**src/depth_frame_obstacle_sectors_unit_assert.svh**
```systemverilog
// Assertion helpers for the obstacle sector block.
`ifndef DEPTH_FRAME_OBSTACLE_SECTORS_UNIT_ASSERT_SVH
`define DEPTH_FRAME_OBSTACLE_SECTORS_UNIT_ASSERT_SVH

// antecedent implies consequent in the same cycle
`define DFOS_ASSERT_NOW(label, clk, rst, ante, cons) \
   label: assert property (@(posedge clk) disable iff (rst) (ante) |-> (cons)) \
      else $error("dfos assertion failed");

// antecedent implies consequent in the next cycle
`define DFOS_ASSERT_NEXT(label, clk, rst, ante, cons) \
   label: assert property (@(posedge clk) disable iff (rst) (ante) |=> (cons)) \
      else $error("dfos assertion failed");

`endif

```
**src/dfos_pkg.sv**
```systemverilog
package dfos_pkg;

   localparam int MAX_DIM     = 4096;
   localparam int DEPTH_BITS  = 16;
   localparam int DIM_BITS    = 13;
   localparam int CNT_BITS    = 12;
   localparam int FOV_BITS    = 13;
   localparam int CSR_IDX_BITS = 4;
   localparam int CSR_DATA_BITS = 16;

   // signed column offset, product and sector limit widths
   localparam int OFS_BITS    = CNT_BITS + 3;
   localparam int PROD_BITS   = OFS_BITS + FOV_BITS + 1;
   localparam int LIM_BITS    = CNT_BITS + 9;

   // 15 degrees in sixteenths, times two for the doubled column offset
   localparam int AHEAD_SCALE = 480;

   localparam logic [DIM_BITS-1:0]   WIDTH_RESET     = DIM_BITS'(640);
   localparam logic [DIM_BITS-1:0]   HEIGHT_RESET    = DIM_BITS'(480);
   localparam logic [DEPTH_BITS-1:0] THRESHOLD_RESET = DEPTH_BITS'(1000);
   localparam logic [FOV_BITS-1:0]   FOV_RESET       = FOV_BITS'(1392);

   typedef enum logic [CSR_IDX_BITS-1:0] {
      CSR_FRAME_WIDTH  = 4'd0,
      CSR_FRAME_HEIGHT = 4'd1,
      CSR_THRESHOLD    = 4'd2,
      CSR_FOV          = 4'd3
   } csr_index_type;

   function automatic logic [DIM_BITS-1:0] clamp_dim(input logic [DIM_BITS-1:0] v);
      logic [DIM_BITS-1:0] r;
      if (v == '0) begin
         r = DIM_BITS'(1);
      end else if (v > DIM_BITS'(MAX_DIM)) begin
         r = DIM_BITS'(MAX_DIM);
      end else begin
         r = v;
      end
      return r;
   endfunction

endpackage

```
**src/dfos_channels_if.sv**
```systemverilog
interface dfos_req_if import dfos_pkg::*; ();
   logic                  valid;
   logic                  ready;
   logic [DEPTH_BITS-1:0] depth_mm;
   logic                  depth_valid;

   modport source (output valid, output depth_mm, output depth_valid, input ready);
   modport sink   (input valid, input depth_mm, input depth_valid, output ready);
endinterface

interface dfos_rsp_if import dfos_pkg::*; ();
   logic                  valid;
   logic                  ready;
   logic [DEPTH_BITS-1:0] nearest_mm;
   logic                  obstacle_ahead;
   logic                  obstacle_left;
   logic                  obstacle_right;

   modport source (output valid, output nearest_mm, output obstacle_ahead,
                   output obstacle_left, output obstacle_right, input ready);
   modport sink   (input valid, input nearest_mm, input obstacle_ahead,
                   input obstacle_left, input obstacle_right, output ready);
endinterface

interface dfos_csr_if import dfos_pkg::*; ();
   logic                     valid;
   logic                     ready;
   logic [CSR_IDX_BITS-1:0]  index;
   logic [CSR_DATA_BITS-1:0] data;

   modport source (output valid, output index, output data, input ready);
   modport sink   (input valid, input index, input data, output ready);
endinterface

```
**src/depth_frame_obstacle_sectors_unit.sv**
```systemverilog
// Depth frame obstacle sectors.
// req_ch carries depth pixels in raster order (columns fastest): depth_mm and
// depth_valid. Zero depth counts as invalid. The block counts column and row
// itself, keeps the nearest valid depth and raises ahead, left or right when a
// valid pixel at or below threshold_mm lies within, below or above 15 degrees.
// rsp_ch delivers one result per frame, on the frame's last pixel: nearest_mm
// (0 if no valid pixel) and the three flags; frame state then clears.
// csr_ch writes frame_width, frame_height, threshold_mm and fov_sixteenths at
// indexes 0 to 3, always ready; write only while the block is idle.
// Throughput: one pixel per cycle, but for a frame's last pixel held by a stalled
// rsp_ch. A pixel is captured in the input register, and the sector multiply and
// compares then update the frame state from that register; a frame's result is
// loaded into the output register when its last pixel leaves the input register.
// When rsp_ch stalls, non-final pixels keep flowing; a frame's last pixel waits
// in the input register until the output register is free, and req_ch.ready
// stays low meanwhile.
// Reset (synchronous, active high) restores register defaults, clears counters,
// flags and both pipeline valids.
`include "depth_frame_obstacle_sectors_unit_assert.svh"

module depth_frame_obstacle_sectors_unit import dfos_pkg::*; (
   input  logic       clock,
   input  logic       reset,
   dfos_req_if.sink   req_ch,
   dfos_rsp_if.source rsp_ch,
   dfos_csr_if.sink   csr_ch
);

   logic [DIM_BITS-1:0]   width_ff;
   logic [DIM_BITS-1:0]   height_ff;
   logic [DEPTH_BITS-1:0] threshold_ff;
   logic [FOV_BITS-1:0]   fov_ff;

   logic [CNT_BITS-1:0]   col_ff, col_in;
   logic [CNT_BITS-1:0]   row_ff, row_in;

   logic                  p1_valid_ff;
   logic [DEPTH_BITS-1:0] p1_depth_ff;
   logic                  p1_dvalid_ff;
   logic [CNT_BITS-1:0]   p1_col_ff;
   logic                  p1_last_ff;

   logic [DEPTH_BITS-1:0] nearest_ff, nearest_in;
   logic                  seen_ff, seen_in;
   logic                  ahead_ff, ahead_in;
   logic                  left_ff, left_in;
   logic                  right_ff, right_in;

   logic                  rsp_valid_ff;
   logic [DEPTH_BITS-1:0] rsp_nearest_ff;
   logic                  rsp_ahead_ff;
   logic                  rsp_left_ff;
   logic                  rsp_right_ff;

   logic [DIM_BITS-1:0]   w_eff;
   logic [DIM_BITS-1:0]   h_eff;
   logic                  last_col;
   logic                  last_row;
   logic                  req_fire;
   logic                  p1_advance;

   logic [CNT_BITS-1:0]          w_m1;
   logic [CNT_BITS-1:0]          m_val;
   logic signed [OFS_BITS-1:0]   offset;
   logic signed [PROD_BITS-1:0]  prod;
   logic [LIM_BITS-1:0]          lim;
   logic signed [PROD_BITS-1:0]  lim_s;
   logic                         pix_ok;
   logic                         near_pix;

   assign csr_ch.ready = 1'b1;

   always_ff @(posedge clock) begin
      if (reset) begin
         width_ff     <= WIDTH_RESET;
         height_ff    <= HEIGHT_RESET;
         threshold_ff <= THRESHOLD_RESET;
         fov_ff       <= FOV_RESET;
      end else if (csr_ch.valid) begin
         case (csr_ch.index)
            CSR_FRAME_WIDTH:  width_ff     <= csr_ch.data[DIM_BITS-1:0];
            CSR_FRAME_HEIGHT: height_ff    <= csr_ch.data[DIM_BITS-1:0];
            CSR_THRESHOLD:    threshold_ff <= csr_ch.data[DEPTH_BITS-1:0];
            CSR_FOV:          fov_ff       <= csr_ch.data[FOV_BITS-1:0];
            default: ;
         endcase
      end
   end

   // position tracking at capture time
   always_comb begin
      w_eff    = clamp_dim(width_ff);
      h_eff    = clamp_dim(height_ff);
      last_col = ({1'b0, col_ff} + DIM_BITS'(1)) >= w_eff;
      last_row = ({1'b0, row_ff} + DIM_BITS'(1)) >= h_eff;

      p1_advance = p1_valid_ff && (!p1_last_ff || !rsp_valid_ff || rsp_ch.ready);
      req_ch.ready = !p1_valid_ff || p1_advance;
      req_fire = req_ch.valid && req_ch.ready;

      col_in = col_ff;
      row_in = row_ff;
      if (req_fire) begin
         if (last_col && last_row) begin
            col_in = '0;
            row_in = '0;
         end else if (last_col) begin
            col_in = '0;
            row_in = row_ff + CNT_BITS'(1);
         end else begin
            col_in = col_ff + CNT_BITS'(1);
         end
      end
   end

   always_ff @(posedge clock) begin
      if (reset) begin
         col_ff      <= '0;
         row_ff      <= '0;
         p1_valid_ff <= 1'b0;
      end else begin
         col_ff <= col_in;
         row_ff <= row_in;
         if (req_ch.ready) begin
            p1_valid_ff <= req_ch.valid;
         end
      end
   end

   always_ff @(posedge clock) begin
      if (req_fire) begin
         p1_depth_ff  <= req_ch.depth_mm;
         p1_dvalid_ff <= req_ch.depth_valid;
         p1_col_ff    <= col_ff;
         p1_last_ff   <= last_col && last_row;
      end
   end

   // sector test and frame accumulation
   always_comb begin
      w_m1   = CNT_BITS'(w_eff - DIM_BITS'(1));
      m_val  = (w_m1 == '0) ? CNT_BITS'(1) : w_m1;
      offset = $signed({2'b00, p1_col_ff, 1'b0}) - $signed({3'b000, w_m1});
      prod   = PROD_BITS'(PROD_BITS'(offset) * $signed({{(PROD_BITS-FOV_BITS){1'b0}}, fov_ff}));
      lim    = LIM_BITS'(LIM_BITS'(m_val) * LIM_BITS'(AHEAD_SCALE));
      lim_s  = $signed({{(PROD_BITS-LIM_BITS){1'b0}}, lim});

      pix_ok   = p1_dvalid_ff && (p1_depth_ff != '0);
      near_pix = pix_ok && (p1_depth_ff <= threshold_ff);

      seen_in    = seen_ff || pix_ok;
      nearest_in = (pix_ok && (p1_depth_ff < nearest_ff)) ? p1_depth_ff : nearest_ff;
      ahead_in   = ahead_ff;
      left_in    = left_ff;
      right_in   = right_ff;
      if (near_pix) begin
         if ((prod >= -lim_s) && (prod <= lim_s)) begin
            ahead_in = 1'b1;
         end else if (prod < -lim_s) begin
            left_in = 1'b1;
         end else begin
            right_in = 1'b1;
         end
      end
   end

   always_ff @(posedge clock) begin
      if (reset) begin
         nearest_ff <= '1;
         seen_ff    <= 1'b0;
         ahead_ff   <= 1'b0;
         left_ff    <= 1'b0;
         right_ff   <= 1'b0;
      end else if (p1_advance) begin
         if (p1_last_ff) begin
            nearest_ff <= '1;
            seen_ff    <= 1'b0;
            ahead_ff   <= 1'b0;
            left_ff    <= 1'b0;
            right_ff   <= 1'b0;
         end else begin
            nearest_ff <= nearest_in;
            seen_ff    <= seen_in;
            ahead_ff   <= ahead_in;
            left_ff    <= left_in;
            right_ff   <= right_in;
         end
      end
   end

   // result register
   always_ff @(posedge clock) begin
      if (reset) begin
         rsp_valid_ff <= 1'b0;
      end else if (p1_advance && p1_last_ff) begin
         rsp_valid_ff <= 1'b1;
      end else if (rsp_ch.ready) begin
         rsp_valid_ff <= 1'b0;
      end
   end

   always_ff @(posedge clock) begin
      if (p1_advance && p1_last_ff) begin
         rsp_nearest_ff <= seen_in ? nearest_in : '0;
         rsp_ahead_ff   <= ahead_in;
         rsp_left_ff    <= left_in;
         rsp_right_ff   <= right_in;
      end
   end

   assign rsp_ch.valid          = rsp_valid_ff;
   assign rsp_ch.nearest_mm     = rsp_nearest_ff;
   assign rsp_ch.obstacle_ahead = rsp_ahead_ff;
   assign rsp_ch.obstacle_left  = rsp_left_ff;
   assign rsp_ch.obstacle_right = rsp_right_ff;

   `DFOS_ASSERT_NEXT(a_last_gives_rsp, clock, reset, p1_advance && p1_last_ff, rsp_valid_ff)
   `DFOS_ASSERT_NEXT(a_last_clears, clock, reset, p1_advance && p1_last_ff,
                     !seen_ff && !ahead_ff && !left_ff && !right_ff)
   `DFOS_ASSERT_NOW(a_empty_no_flags, clock, reset, rsp_valid_ff && (rsp_nearest_ff == '0),
                    !rsp_ahead_ff && !rsp_left_ff && !rsp_right_ff)
   `DFOS_ASSERT_NOW(a_unseen_nearest, clock, reset, !seen_ff, nearest_ff == '1)

endmodule
```
**src/flat_wrapper.sv**
```systemverilog
// flat-port wrapper written by rule: the top's interface ports become plain ports
module depth_frame_obstacle_sectors_unit_flat import dfos_pkg::*;
  (clock, reset, req_ch_valid, req_ch_depth_mm, req_ch_depth_valid, req_ch_ready, rsp_ch_valid, rsp_ch_nearest_mm, rsp_ch_obstacle_ahead, rsp_ch_obstacle_left, rsp_ch_obstacle_right, rsp_ch_ready, csr_ch_valid, csr_ch_index, csr_ch_data, csr_ch_ready);
  dfos_req_if req_ch_i ();
  dfos_rsp_if rsp_ch_i ();
  dfos_csr_if csr_ch_i ();
  input  logic clock;
  input  logic reset;
  input wire logic [$bits(req_ch_i.valid)-1:0] req_ch_valid;
  input wire logic [$bits(req_ch_i.depth_mm)-1:0] req_ch_depth_mm;
  input wire logic [$bits(req_ch_i.depth_valid)-1:0] req_ch_depth_valid;
  output wire logic [$bits(req_ch_i.ready)-1:0] req_ch_ready;
  output wire logic [$bits(rsp_ch_i.valid)-1:0] rsp_ch_valid;
  output wire logic [$bits(rsp_ch_i.nearest_mm)-1:0] rsp_ch_nearest_mm;
  output wire logic [$bits(rsp_ch_i.obstacle_ahead)-1:0] rsp_ch_obstacle_ahead;
  output wire logic [$bits(rsp_ch_i.obstacle_left)-1:0] rsp_ch_obstacle_left;
  output wire logic [$bits(rsp_ch_i.obstacle_right)-1:0] rsp_ch_obstacle_right;
  input wire logic [$bits(rsp_ch_i.ready)-1:0] rsp_ch_ready;
  input wire logic [$bits(csr_ch_i.valid)-1:0] csr_ch_valid;
  input wire logic [$bits(csr_ch_i.index)-1:0] csr_ch_index;
  input wire logic [$bits(csr_ch_i.data)-1:0] csr_ch_data;
  output wire logic [$bits(csr_ch_i.ready)-1:0] csr_ch_ready;
  assign req_ch_i.valid = req_ch_valid;
  assign req_ch_i.depth_mm = req_ch_depth_mm;
  assign req_ch_i.depth_valid = req_ch_depth_valid;
  assign req_ch_ready = req_ch_i.ready;
  assign rsp_ch_valid = rsp_ch_i.valid;
  assign rsp_ch_nearest_mm = rsp_ch_i.nearest_mm;
  assign rsp_ch_obstacle_ahead = rsp_ch_i.obstacle_ahead;
  assign rsp_ch_obstacle_left = rsp_ch_i.obstacle_left;
  assign rsp_ch_obstacle_right = rsp_ch_i.obstacle_right;
  assign rsp_ch_i.ready = rsp_ch_ready;
  assign csr_ch_i.valid = csr_ch_valid;
  assign csr_ch_i.index = csr_ch_index;
  assign csr_ch_i.data = csr_ch_data;
  assign csr_ch_ready = csr_ch_i.ready;
  depth_frame_obstacle_sectors_unit u_core (.clock(clock), .reset(reset), .req_ch(req_ch_i), .rsp_ch(rsp_ch_i), .csr_ch(csr_ch_i));
endmodule
```
**config.mk**
```make
export PLATFORM = sky130hd
export DESIGN_NAME = depth_frame_obstacle_sectors_unit_flat
export DESIGN_NICKNAME = d
export VERILOG_FILES = /design/src/dfos_pkg.sv /design/src/dfos_channels_if.sv /design/src/depth_frame_obstacle_sectors_unit.sv /design/src/flat_wrapper.sv
export VERILOG_INCLUDE_DIRS = /design/src /design/src/src
export SDC_FILE = /design/constraint.sdc
export NUM_CORES = 1
export LEC_CHECK = 0
export BUFFER_PORTS_ARGS = -buffer_cell sky130_fd_sc_hd__clkbuf_2
export CAP_MARGIN = 20
export CELL_PAD_IN_SITES_DETAIL_PLACEMENT = 0
export CELL_PAD_IN_SITES_GLOBAL_PLACEMENT = 1
export CORE_MARGIN = 8
export CORE_UTILIZATION = 45
export DETAILED_ROUTE_END_ITERATION = 10
export PLACE_DENSITY = 0.85
export SYNTH_ARGS = -nofsm -noshare
export SYNTH_HDL_FRONTEND = slang
export SYNTH_SLANG_ARGS = --single-unit
```
**constraint.sdc**
```tcl
create_clock -name clock -period 11.93 [get_ports clock]
set_input_delay 2.386 -clock clock [delete_from_list [all_inputs] [get_ports clock]]
set_output_delay 2.386 -clock clock [all_outputs]
set_load 0.005 [all_outputs]
```
# ---- After elaboration in Yosys (flattened, before gate mapping)
# Cells that the tools add are included.
dict set report totals {
  reg_bits 150
  in_bits 42
  output_inout_bits 22
  wordCells 94
}
dict set report classes {
  n_addsub 7
  n_mul 2
  n_lt_le_gt_ge 9
  eq_ne 3
  muxes 25
  reduce_logical 27
}
# cell count
set ops {}
lappend ops {{12-bit two-way mux} 5}
lappend ops {{13-bit two-way mux} 4}
lappend ops {{16-bit two-way mux} 2}
lappend ops {{29-bit >= comparator} 1}
lappend ops {{29-bit by 22-bit <= comparator with 1-bit output} 1}
lappend ops {{29-bit < comparator} 1}
lappend ops {{21-bit negator with 29-bit output} 1}
lappend ops {{14-bit by 14-bit multiplier with 28-bit output} 1}
lappend ops {{12-bit by 1-bit adder with 13-bit output (second input constant)} 2}
lappend ops {{13-bit >= comparator} 2}
lappend ops {{13-bit greater-than comparator (second input constant)} 2}
lappend ops {{13-bit zero test} 2}
lappend ops {{12-bit by 1-bit adder with 12-bit output (second input constant)} 2}
lappend ops {{16-bit <= comparator} 1}
lappend ops {{16-bit < comparator} 1}
lappend ops {{12-bit by 4-bit multiplier with 16-bit output (second input constant)} 1}
lappend ops {{16-bit nonzero test} 1}
lappend ops {{1-bit two-way mux} 14}
lappend ops {{13-bit by 12-bit subtractor with 14-bit output} 1}
lappend ops {{12-bit zero test} 1}
lappend ops {{12-bit by 1-bit subtractor with 12-bit output (second input constant)} 1}
lappend ops {{2-bit AND reduction} 5}
lappend ops {{4-bit by 2-bit equality test with 1-bit output (second input constant)} 2}
lappend ops {{1-bit logical AND} 8}
lappend ops {{other kinds (5)} 11}

# ---- Logic depth before layout (Yosys ltp)
# Gate-level depths: netlist of run 1.
dict set report depth {
  ltp_word 13
  depth_mapped 49
  depth_no_buf 45
}

# ---- Worst setup path before layout of run 1
# Ideal clock, no wire load.
dict set report synth_path {
  kind {register -> register}
  startpoint {register u_core.width_ff[2]}
  endpoint {register u_core.rsp_ahead_ff (netlist: u_core.rsp_ch.obstacle_ahead), data pin}
  setup_time_ns 0.269
  arrival_time_ns 11.535
  required_time_ns 11.661
  setup_slack_ns 0.126
  path_stages_with_launch 48
  path_buffers 5
  period_less_slack_ns 11.804
  cell_sequence {dfxtp_1 > clkbuf_1 > or4_1 > nor4_2 > o21ai_1 > clkbuf_1 > ha_1 > clkbuf_1 > nor3b_1 > o21ai_0 > inv_1 > ha_1 > inv_1 > o21bai_1 > a221o_1 > a31o_2 > xor2_1 > clkbuf_1 > [12 not listed] > inv_1 > ha_1 > clkbuf_1 > a221o_1 > a311o_1 > o2bb2ai_1 > o31ai_1 > o31a_1 > a32oi_1 > xnor3_1 > ha_1 > and4_1 > o21ai_0 > a31oi_1 > a221o_1 > a21oi_2 > xnor2_1 > o21bai_1}
}
dict set report synth_between {
  elab_chain_cells 12
  word_cells_on_any_way 16
  classes_between {add/sub (3); mul (2); order compare (3); mux (5); reduce/logical (3)}
}
# element line
set synth_lines {}
lappend synth_lines {{start: declaration} depth_frame_obstacle_sectors_unit.sv:29} ;# logic [DIM_BITS-1:0] width_ff;
lappend synth_lines {{start signal: assignment} depth_frame_obstacle_sectors_unit.sv:81} ;# CSR_FRAME_WIDTH: width_ff <= csr_ch.data[DIM_BITS-1:0];
lappend synth_lines {{13-bit greater-than comparator} dfos_pkg.sv:35} ;# end else if (v > DIM_BITS'(MAX_DIM)) begin
lappend synth_lines {{13-bit two-way mux} dfos_pkg.sv:35}
lappend synth_lines {{13-bit two-way mux (*)} dfos_pkg.sv:33} ;# if (v == '0) begin
lappend synth_lines {{12-bit by 1-bit subtractor with 12-bit output (*)} depth_frame_obstacle_sectors_unit.sv:141} ;# w_m1 = CNT_BITS'(w_eff - DIM_BITS'(1));
lappend synth_lines {{12-bit zero test} depth_frame_obstacle_sectors_unit.sv:142} ;# m_val = (w_m1 == '0) ? CNT_BITS'(1) : w_m1;
lappend synth_lines {{12-bit two-way mux} depth_frame_obstacle_sectors_unit.sv:142}
lappend synth_lines {{12-bit by 4-bit multiplier with 16-bit output} depth_frame_obstacle_sectors_unit.sv:145} ;# lim = LIM_BITS'(LIM_BITS'(m_val) * LIM_BITS'(AHEAD_SCALE));
lappend synth_lines {{21-bit negator with 29-bit output} depth_frame_obstacle_sectors_unit.sv:157} ;# if ((prod >= -lim_s) && (prod <= lim_s)) begin
lappend synth_lines {{29-bit >= comparator} depth_frame_obstacle_sectors_unit.sv:157}
lappend synth_lines {{1-bit logical AND (*)} depth_frame_obstacle_sectors_unit.sv:157}
lappend synth_lines {{1-bit two-way mux (*)} depth_frame_obstacle_sectors_unit.sv:157}
lappend synth_lines {{1-bit two-way mux (*)} depth_frame_obstacle_sectors_unit.sv:156} ;# if (near_pix) begin
lappend synth_lines {{net u_core.ahead_in} depth_frame_obstacle_sectors_unit.sv:45} ;# logic ahead_ff, ahead_in;
lappend synth_lines {{end signal: assignment} depth_frame_obstacle_sectors_unit.sv:205} ;# rsp_ahead_ff <= ahead_in;
lappend synth_lines {{end: declaration} depth_frame_obstacle_sectors_unit.sv:51} ;# logic rsp_ahead_ff;
# Mark *: on every way through the listed nets, which the timed path passes. The rest lies on a longest branch.
# A chain may end at the register's enable or synchronous reset.

# ---- Worst setup path in the final report of run 1
dict set report layout_path {
  startpoint {register u_core.width_ff[2]}
  endpoint {register u_core.rsp_right_ff (netlist: u_core.rsp_ch.obstacle_right), data pin}
}
dict set report layout_between {
  elab_chain_cells 12
  word_cells_on_any_way 18
  classes_between {add/sub (3); mul (2); order compare (4); mux (6); reduce/logical (3)}
}
# element line
set layout_lines {}
lappend layout_lines {{13-bit greater-than comparator} dfos_pkg.sv:35}
lappend layout_lines {{13-bit two-way mux} dfos_pkg.sv:35}
lappend layout_lines {{13-bit two-way mux (*)} dfos_pkg.sv:33}
lappend layout_lines {{12-bit by 1-bit subtractor with 12-bit output (*)} depth_frame_obstacle_sectors_unit.sv:141}
lappend layout_lines {{12-bit zero test} depth_frame_obstacle_sectors_unit.sv:142}
lappend layout_lines {{12-bit two-way mux} depth_frame_obstacle_sectors_unit.sv:142}
lappend layout_lines {{12-bit by 4-bit multiplier with 16-bit output} depth_frame_obstacle_sectors_unit.sv:145}
lappend layout_lines {{21-bit negator with 29-bit output} {depth_frame_obstacle_sectors_unit.sv:157, depth_frame_obstacle_sectors_unit.sv:159}}
lappend layout_lines {{29-bit < comparator or 29-bit >= comparator (tied branches)} {depth_frame_obstacle_sectors_unit.sv:159, depth_frame_obstacle_sectors_unit.sv:157}}
lappend layout_lines {{1-bit two-way mux or 1-bit logical AND (tied branches)} {depth_frame_obstacle_sectors_unit.sv:159, depth_frame_obstacle_sectors_unit.sv:157}}
lappend layout_lines {{1-bit two-way mux (*)} depth_frame_obstacle_sectors_unit.sv:157}
lappend layout_lines {{1-bit two-way mux (*)} depth_frame_obstacle_sectors_unit.sv:156}
lappend layout_lines {{net u_core.right_in} depth_frame_obstacle_sectors_unit.sv:47} ;# logic right_ff, right_in;
lappend layout_lines {{end signal: assignment} depth_frame_obstacle_sectors_unit.sv:207} ;# rsp_right_ff <= right_in;
lappend layout_lines {{end: declaration} depth_frame_obstacle_sectors_unit.sv:53} ;# logic rsp_right_ff;
# Marks and branches as above.

==> results.sh, run 1 <==
export IMPL_arrival_ps=11620
export IMPL_instances_no_fill=2689
export IMPL_grt_total_usage=0.190
export IMPL_via_per_inst=5.44
export IMPL_synth_edff_count=49
export IMPL_critPathTopFamily="adder cells"
export IMPL_synthFlopType="dfxtp_1"
export IMPL_avgSynthCellArea_um2=8.74
export IMPL_die_area_um2=47600
export IMPL_antenna_left=0
export IMPL_ios=64
export IMPL_numCtsBuffers=17
export IMPL_critPathBufInv=8
export IMPL_synthArstFlopShare=0
export IMPL_cp_end_kind="register"
export IMPL_cts_tree="done"
export IMPL_areaGrowthSynthToFinish_pct=8.81
export IMPL_first_iter_violations=736
export IMPL_io_buffers=62
export IMPL_wl_um=44500
export IMPL_yosys_warnings=0
export IMPL_worst_slack_ps=481
export IMPL_std_cell_rows=74
export IMPL_setup_viol=0
export IMPL_holdCritPathClass="register to register"
export IMPL_cp_slowest_cell="or4_4"
export IMPL_hold_ws_ps=454
export IMPL_cts_clk_slew_worst_paths_ps=60
export IMPL_dieHeight_um=218
export IMPL_pre_cts_slack_ps=-39.7
export IMPL_final_nets=2590
export IMPL_hold_viol=0
export IMPL_final_layout_size_suffix_gt1_frac=0.0756
export IMPL_outcome="complete, no violations"
export IMPL_clock_skew_ps=9.47
export IMPL_antenna_cells=0
export IMPL_initial_utilization=0.453
export IMPL_clock_latency_ps=430
export IMPL_grt_overflow=0
export IMPL_cts_max_path_buffers=2
export IMPL_multi_input_area_um2=13400
export IMPL_ys_ff_latch=150
export IMPL_drv_slew=0
export IMPL_grt_pass1_vias=14900
export IMPL_tns_ps=0
export IMPL_ys_seq_area_frac=0.190
export IMPL_layout_common_cells="inv_1, nand2_1, ha_1, fa_1, dfxtp_1"
export IMPL_fp_coreArea_um2=40600
export IMPL_required_ps=12100
export IMPL_vias=14600
export IMPL_synth_area_um2=18400
export IMPL_die_w_um=218
export IMPL_ff_latch_area_um2=3490
export IMPL_cts_sinks=150
export IMPL_max_freq_mhz=87.3
export IMPL_start_kind="register"
export IMPL_relSlewSlack=0.331
export IMPL_syn_instance_count=2103
export IMPL_dp_cells=2656
export IMPL_dp_hpwl_um=36000
export IMPL_synth_cell_types=79
export IMPL_tightest_slew_ps=1000
export IMPL_fin_crit_ps=11450
export IMPL_critPathMaxFanout=9
export IMPL_crit_type="register to register"
export IMPL_htree_levels=4
export IMPL_max_cap_violations=0
export IMPL_fill_cells=3860
export IMPL_grt_max_degree=93
export IMPL_antenna_found_initial=0
export IMPL_gp_congestion=0.875
export IMPL_wl_per_cell_um=16.5
export IMPL_slowest_delay_ps=590
export IMPL_drt_pass1_iter_count=5
export IMPL_layout_commonest_cell="inv_1"
export IMPL_finalCritPeriodShare=0.960
export IMPL_remaining_drc_errors=0
export IMPL_grt_first_pass_wirelength_um=74600
export IMPL_syn_nets=2549
export IMPL_cts_root_buf="clkbuf_16"
[state kept, by name, summed over array words and instances, names as in the netlist]
signal	cells
u_core.p1_last_ff	1
u_core.rsp_ch.obstacle_ahead	1
u_core.nearest_ff	16
u_core.height_ff	13
u_core.p1_col_ff	12
u_core.rsp_ch.valid	1
u_core.rsp_ch.obstacle_right	1
u_core.p1_valid_ff	1
u_core.right_ff	1
u_core.rsp_ch.nearest_mm	16
u_core.row_ff	12
u_core.threshold_ff	16
u_core.ahead_ff	1
u_core.rsp_ch.obstacle_left	1
u_core.p1_dvalid_ff	1
u_core.p1_depth_ff	16
u_core.left_ff	1
u_core.col_ff	12
u_core.fov_ff	13
u_core.seen_ff	1
u_core.width_ff	13
[stage by stage]
step	util	area, µm²
floorplan	-	18400
global placement	0.477	19300
detailed placement	0.477	19400
CTS	0.491	19900
global route	0.493	20000
finish	0.493	20000
[tightest hold or removal path: cells and delay by family, from the launching register on]
family	cells	cell delay [ps]
AO/OA/AOI/OAI	1	50
AND/OR/NAND/NOR	1	50
flip-flops	1	310
[path summary, 6_finish.rpt]
path	start	cells past startpoint	slack (ps)	to
max	u_core.width_ff[2]	42	480	u_core.rsp_ch.obstacle_right
min	u_core.threshold_ff[14]	2	450	u_core.threshold_ff[14]
max reg2reg	u_core.width_ff[2]	42	480	u_core.rsp_ch.obstacle_right
min reg2reg	u_core.threshold_ff[14]	2	450	u_core.threshold_ff[14]
[routing by layer]
layer / global-route usage / vias up / routed length, µm
met1: 0.251 / 7249 / 20500
met4: 0.0385 / 0 / 563
met2: 0.333 / 267 / 22100
met5: 0 / - / 0
li1: - / 7079 / -
met3: 0.0196 / 36 / 1290
[cells by family (layout without fill, tap and decap cells)]
family | after synthesis | count (layout) | synth area share
buffers and inverters | 416 | 470 | 0.0852
other | 1 | 1 | 0.000204
DFF | 150 | 150 | 0.190
adders and majority gates | 404 | 404 | 0.356
and+or+nand+nor | 666 | 666 | 0.181
AOI/OAI and AO/OA | 345 | 345 | 0.126
muxes | 42 | 42 | 0.0232
xor gates and xnor gates | 79 | 79 | 0.0384
[synthesized netlist by cell type, types with 9 or more instances]
| cell type | count | area (µm²) |
|---|---|---|
| a211o_1 | 13 | 114 |
| a211oi_1 | 13 | 97.6 |
| a21o_1 | 41 | 308 |
| a21oi_1 | 94 | 470 |
| and2_1 | 93 | 582 |
| and3_1 | 11 | 68.8 |
| clkbuf_1 | 76 | 285 |
| dfxtp_1 | 101 | 2020 |
| edfxtp_1 | 49 | 1470 |
| fa_1 | 198 | 3960 |
| ha_1 | 206 | 2580 |
| inv_1 | 337 | 1260 |
| mux2i_1 | 38 | 380 |
| nand2_1 | 243 | 912 |
| nand2b_1 | 14 | 87.6 |
| nand3_1 | 76 | 380 |
| nand3b_1 | 13 | 97.6 |
| nand4_1 | 23 | 144 |
| nor2_1 | 75 | 282 |
| nor2b_1 | 22 | 138 |
| nor3_1 | 31 | 155 |
| nor4_1 | 15 | 93.8 |
| o21a_1 | 24 | 180 |
| o21ai_0 | 56 | 280 |
| o21ai_1 | 9 | 45.0 |
| o21bai_1 | 10 | 75.1 |
| o31ai_1 | 9 | 67.6 |
| o32ai_1 | 10 | 87.6 |
| or3_1 | 17 | 106 |
| xnor2_1 | 51 | 447 |
| xor2_1 | 27 | 236 |
[layout make-up]
class | count | share of cell area
clock buffer | 18 | 0.0215
clock inverter | 14 | 0.00676
inverter | 339 | 0.0636
multi-input combinational | 1537 | 0.670
sequential | 150 | 0.175
tap | 532 | 0.0333
timing repair buffer | 99 | 0.0298
[what timing repair did]
| item | CTS | global route |
|---|---|---|
| resized for setup | 1 | 9 |
| pin swaps | 0 | 0 |
| buffers inserted | 0 | 0 |
| setup endpoints to repair | 3 | 6 |
| hold buffers | 0 | 0 |
Power of run 1 is not shown: default switching activity piles up to over one toggle a cycle in this logic, so the estimate is an artifact.
==> run 2: changes to the inputs <==
- BUFFER_PORTS_ARGS: -buffer_cell sky130_fd_sc_hd__clkbuf_2 -> default
- CORE_UTILIZATION: 45 -> 46
- DONT_BUFFER_PORTS: default -> 1
- PLACE_DENSITY: 0.85 -> 0.84
==> run 2 against run 1 <==
Routed wire length up 1.3%. Die area down 2.0%. Via count down 1.5%. Flip-flop and latch count unchanged. Global-route usage up 0.32 points. Cell count down 2.7%. Largest cell class unchanged.
==> results.sh, run 2 (synthesis results as in run 1) <==
export IMPL_outcome="complete, no violations"
export IMPL_worstRegToRegCells=41
export IMPL_layout_common_cells="inv_1, nand2_1, ha_1, fa_1, dfxtp_1"
export IMPL_fin_crit_ps=11310
export IMPL_antenna_cells=0
export IMPL_numCtsBuffers=17
export IMPL_rrSetupSlack_ps=620
export IMPL_antenna_left=0
export IMPL_final_layout_size_suffix_gt1_frac=0.0497
export IMPL_tns_ps=0
export IMPL_grt_overflow=0
export IMPL_die_area_um2=46600
export IMPL_final_nets=2524
export IMPL_r2r_end="u_core.rsp_ch.obstacle_right"
export IMPL_dp_hpwl_um=36500
export IMPL_drv_slew=0
export IMPL_remaining_drc_errors=0
export IMPL_required_ps=12100
export IMPL_wl_per_cell_um=17.2
export IMPL_max_freq_mhz=88.4
export IMPL_slowest_delay_ps=560
export IMPL_cts_tree="done"
export IMPL_arrival_ps=11480
export IMPL_crit_type="register to register"
export IMPL_antenna_found_initial=0
export IMPL_grt_total_usage=0.193
export IMPL_critPathMaxFanout=9
export IMPL_fp_coreArea_um2=39500
export IMPL_grt_max_degree=94
export IMPL_via_per_inst=5.51
export IMPL_io_buffers=0
export IMPL_tightest_slew_ps=1090
export IMPL_ios=64
export IMPL_setup_viol=0
export IMPL_layout_commonest_cell="inv_1"
export IMPL_holdCritPathClass="register to register"
export IMPL_cp_startpoint="u_core.width_ff[4]"
export IMPL_cts_root_buf="clkbuf_16"
export IMPL_htree_levels=4
export IMPL_endpoint="u_core.rsp_ch.obstacle_right"
export IMPL_hold_viol=0
export IMPL_rsz0062_at_grt="no"
export IMPL_worstReg2RegStart="u_core.width_ff[4]"
export IMPL_clock_latency_ps=420
export IMPL_std_cell_rows=73
export IMPL_grt_pass1_vias=14700
export IMPL_cts_clk_slew_worst_paths_ps=70
export IMPL_cts_max_path_buffers=2
export IMPL_finalCritPeriodShare=0.948
export IMPL_relSlewSlack=0.268
export IMPL_cp_slowest_cell="fa_1"
export IMPL_initial_utilization=0.465
export IMPL_wl_um=45100
export IMPL_gp_congestion=0.858
export IMPL_max_cap_violations=0
export IMPL_first_iter_violations=702
export IMPL_drt_pass1_iter_count=5
export IMPL_cts_hold_buffers=0
export IMPL_grt_first_pass_wirelength_um=74700
export IMPL_areaGrowthSynthToFinish_pct=7.06
export IMPL_clock_skew_ps=9.66
export IMPL_vias=14400
export IMPL_cp_end_kind="register"
export IMPL_dieHeight_um=216
export IMPL_start_kind="register"
export IMPL_cts_sinks=150
export IMPL_die_w_um=216
-- run 2: cell count changes in the layout (fill, tap and decap cells not counted), sizes merged --
cell	before	now
clkbuf	80	17
clkinv	7	6
bufinv	2	1
inv	340	342
buf	37	33
clkinvlp	4	5
-- run 2: metrics by stage --
| step | hold slack [ps] | area [µm²] | worst slack (ps) | utilization | instances |
|---|---|---|---|---|---|
| after floorplan | 419 | 18400 | 126 | - | 2103 |
| after global placement | 441 | 19000 | 396 | 0.480 | 2582 |
| after detailed placement | 447 | 19000 | 71.7 | 0.480 | 2582 |
| after CTS | 456 | 19600 | 22.1 | 0.495 | 2614 |
| after global routing | 481 | 19700 | 48.0 | 0.497 | 2616 |
| final | 454 | 19700 | 620 | 0.497 | 2616 |
-- run 2: how the worst min path moves through the flow --
stage,start,endpoint,cells past startpoint
final,u_core.threshold_ff[13],u_core.threshold_ff[13],2
after global routing,u_core.threshold_ff[14],u_core.threshold_ff[14],2
after CTS,u_core.threshold_ff[13],u_core.threshold_ff[13],2
after detailed placement,u_core.threshold_ff[13],u_core.threshold_ff[13],2
after global placement,u_core.threshold_ff[4],u_core.threshold_ff[4],2
after floorplan,u_core.ahead_ff,u_core.ahead_ff,2
-- run 2: what timing repair did --
action | 4_1_cts | 5_1_grt
setup buffers | 0 | 1
setup endpoints to repair | 0 | 6
resized for setup | 0 | 14
-- run 2: final cells by class --
class,count,area [µm²]
clock buffers,17,425
clock inverters,15,145
fillers,3733,19900
inverters,339,1280
multi-input cells,1537,13400
flip-flops and latches,150,3490
well taps,525,657
repair buffers,33,248
-- run 2: worst max-delay path, delay by kind of cell (launching register included) --
kind | cells | cell delay (ps)
fa+ha+maj | 10 | 4390
compound gates | 16 | 3370
simple gates | 4 | 1290
xor+xnor | 4 | 1050
buf+inv | 7 | 550
flops | 1 | 360
-- run 2: routing by layer --
| metal | part of all wire | wire, µm | GRT usage |
|---|---|---|---|
| met1 | 0.43 | 19200 | 0.241 |
| met2 | 0.50 | 22700 | 0.341 |
| met3 | 0.048 | 2190 | 0.0322 |
| met4 | 0.020 | 902 | 0.0517 |
| met5 | 0 | 0 | 0 |
Power of run 2 is left out for the same reason.
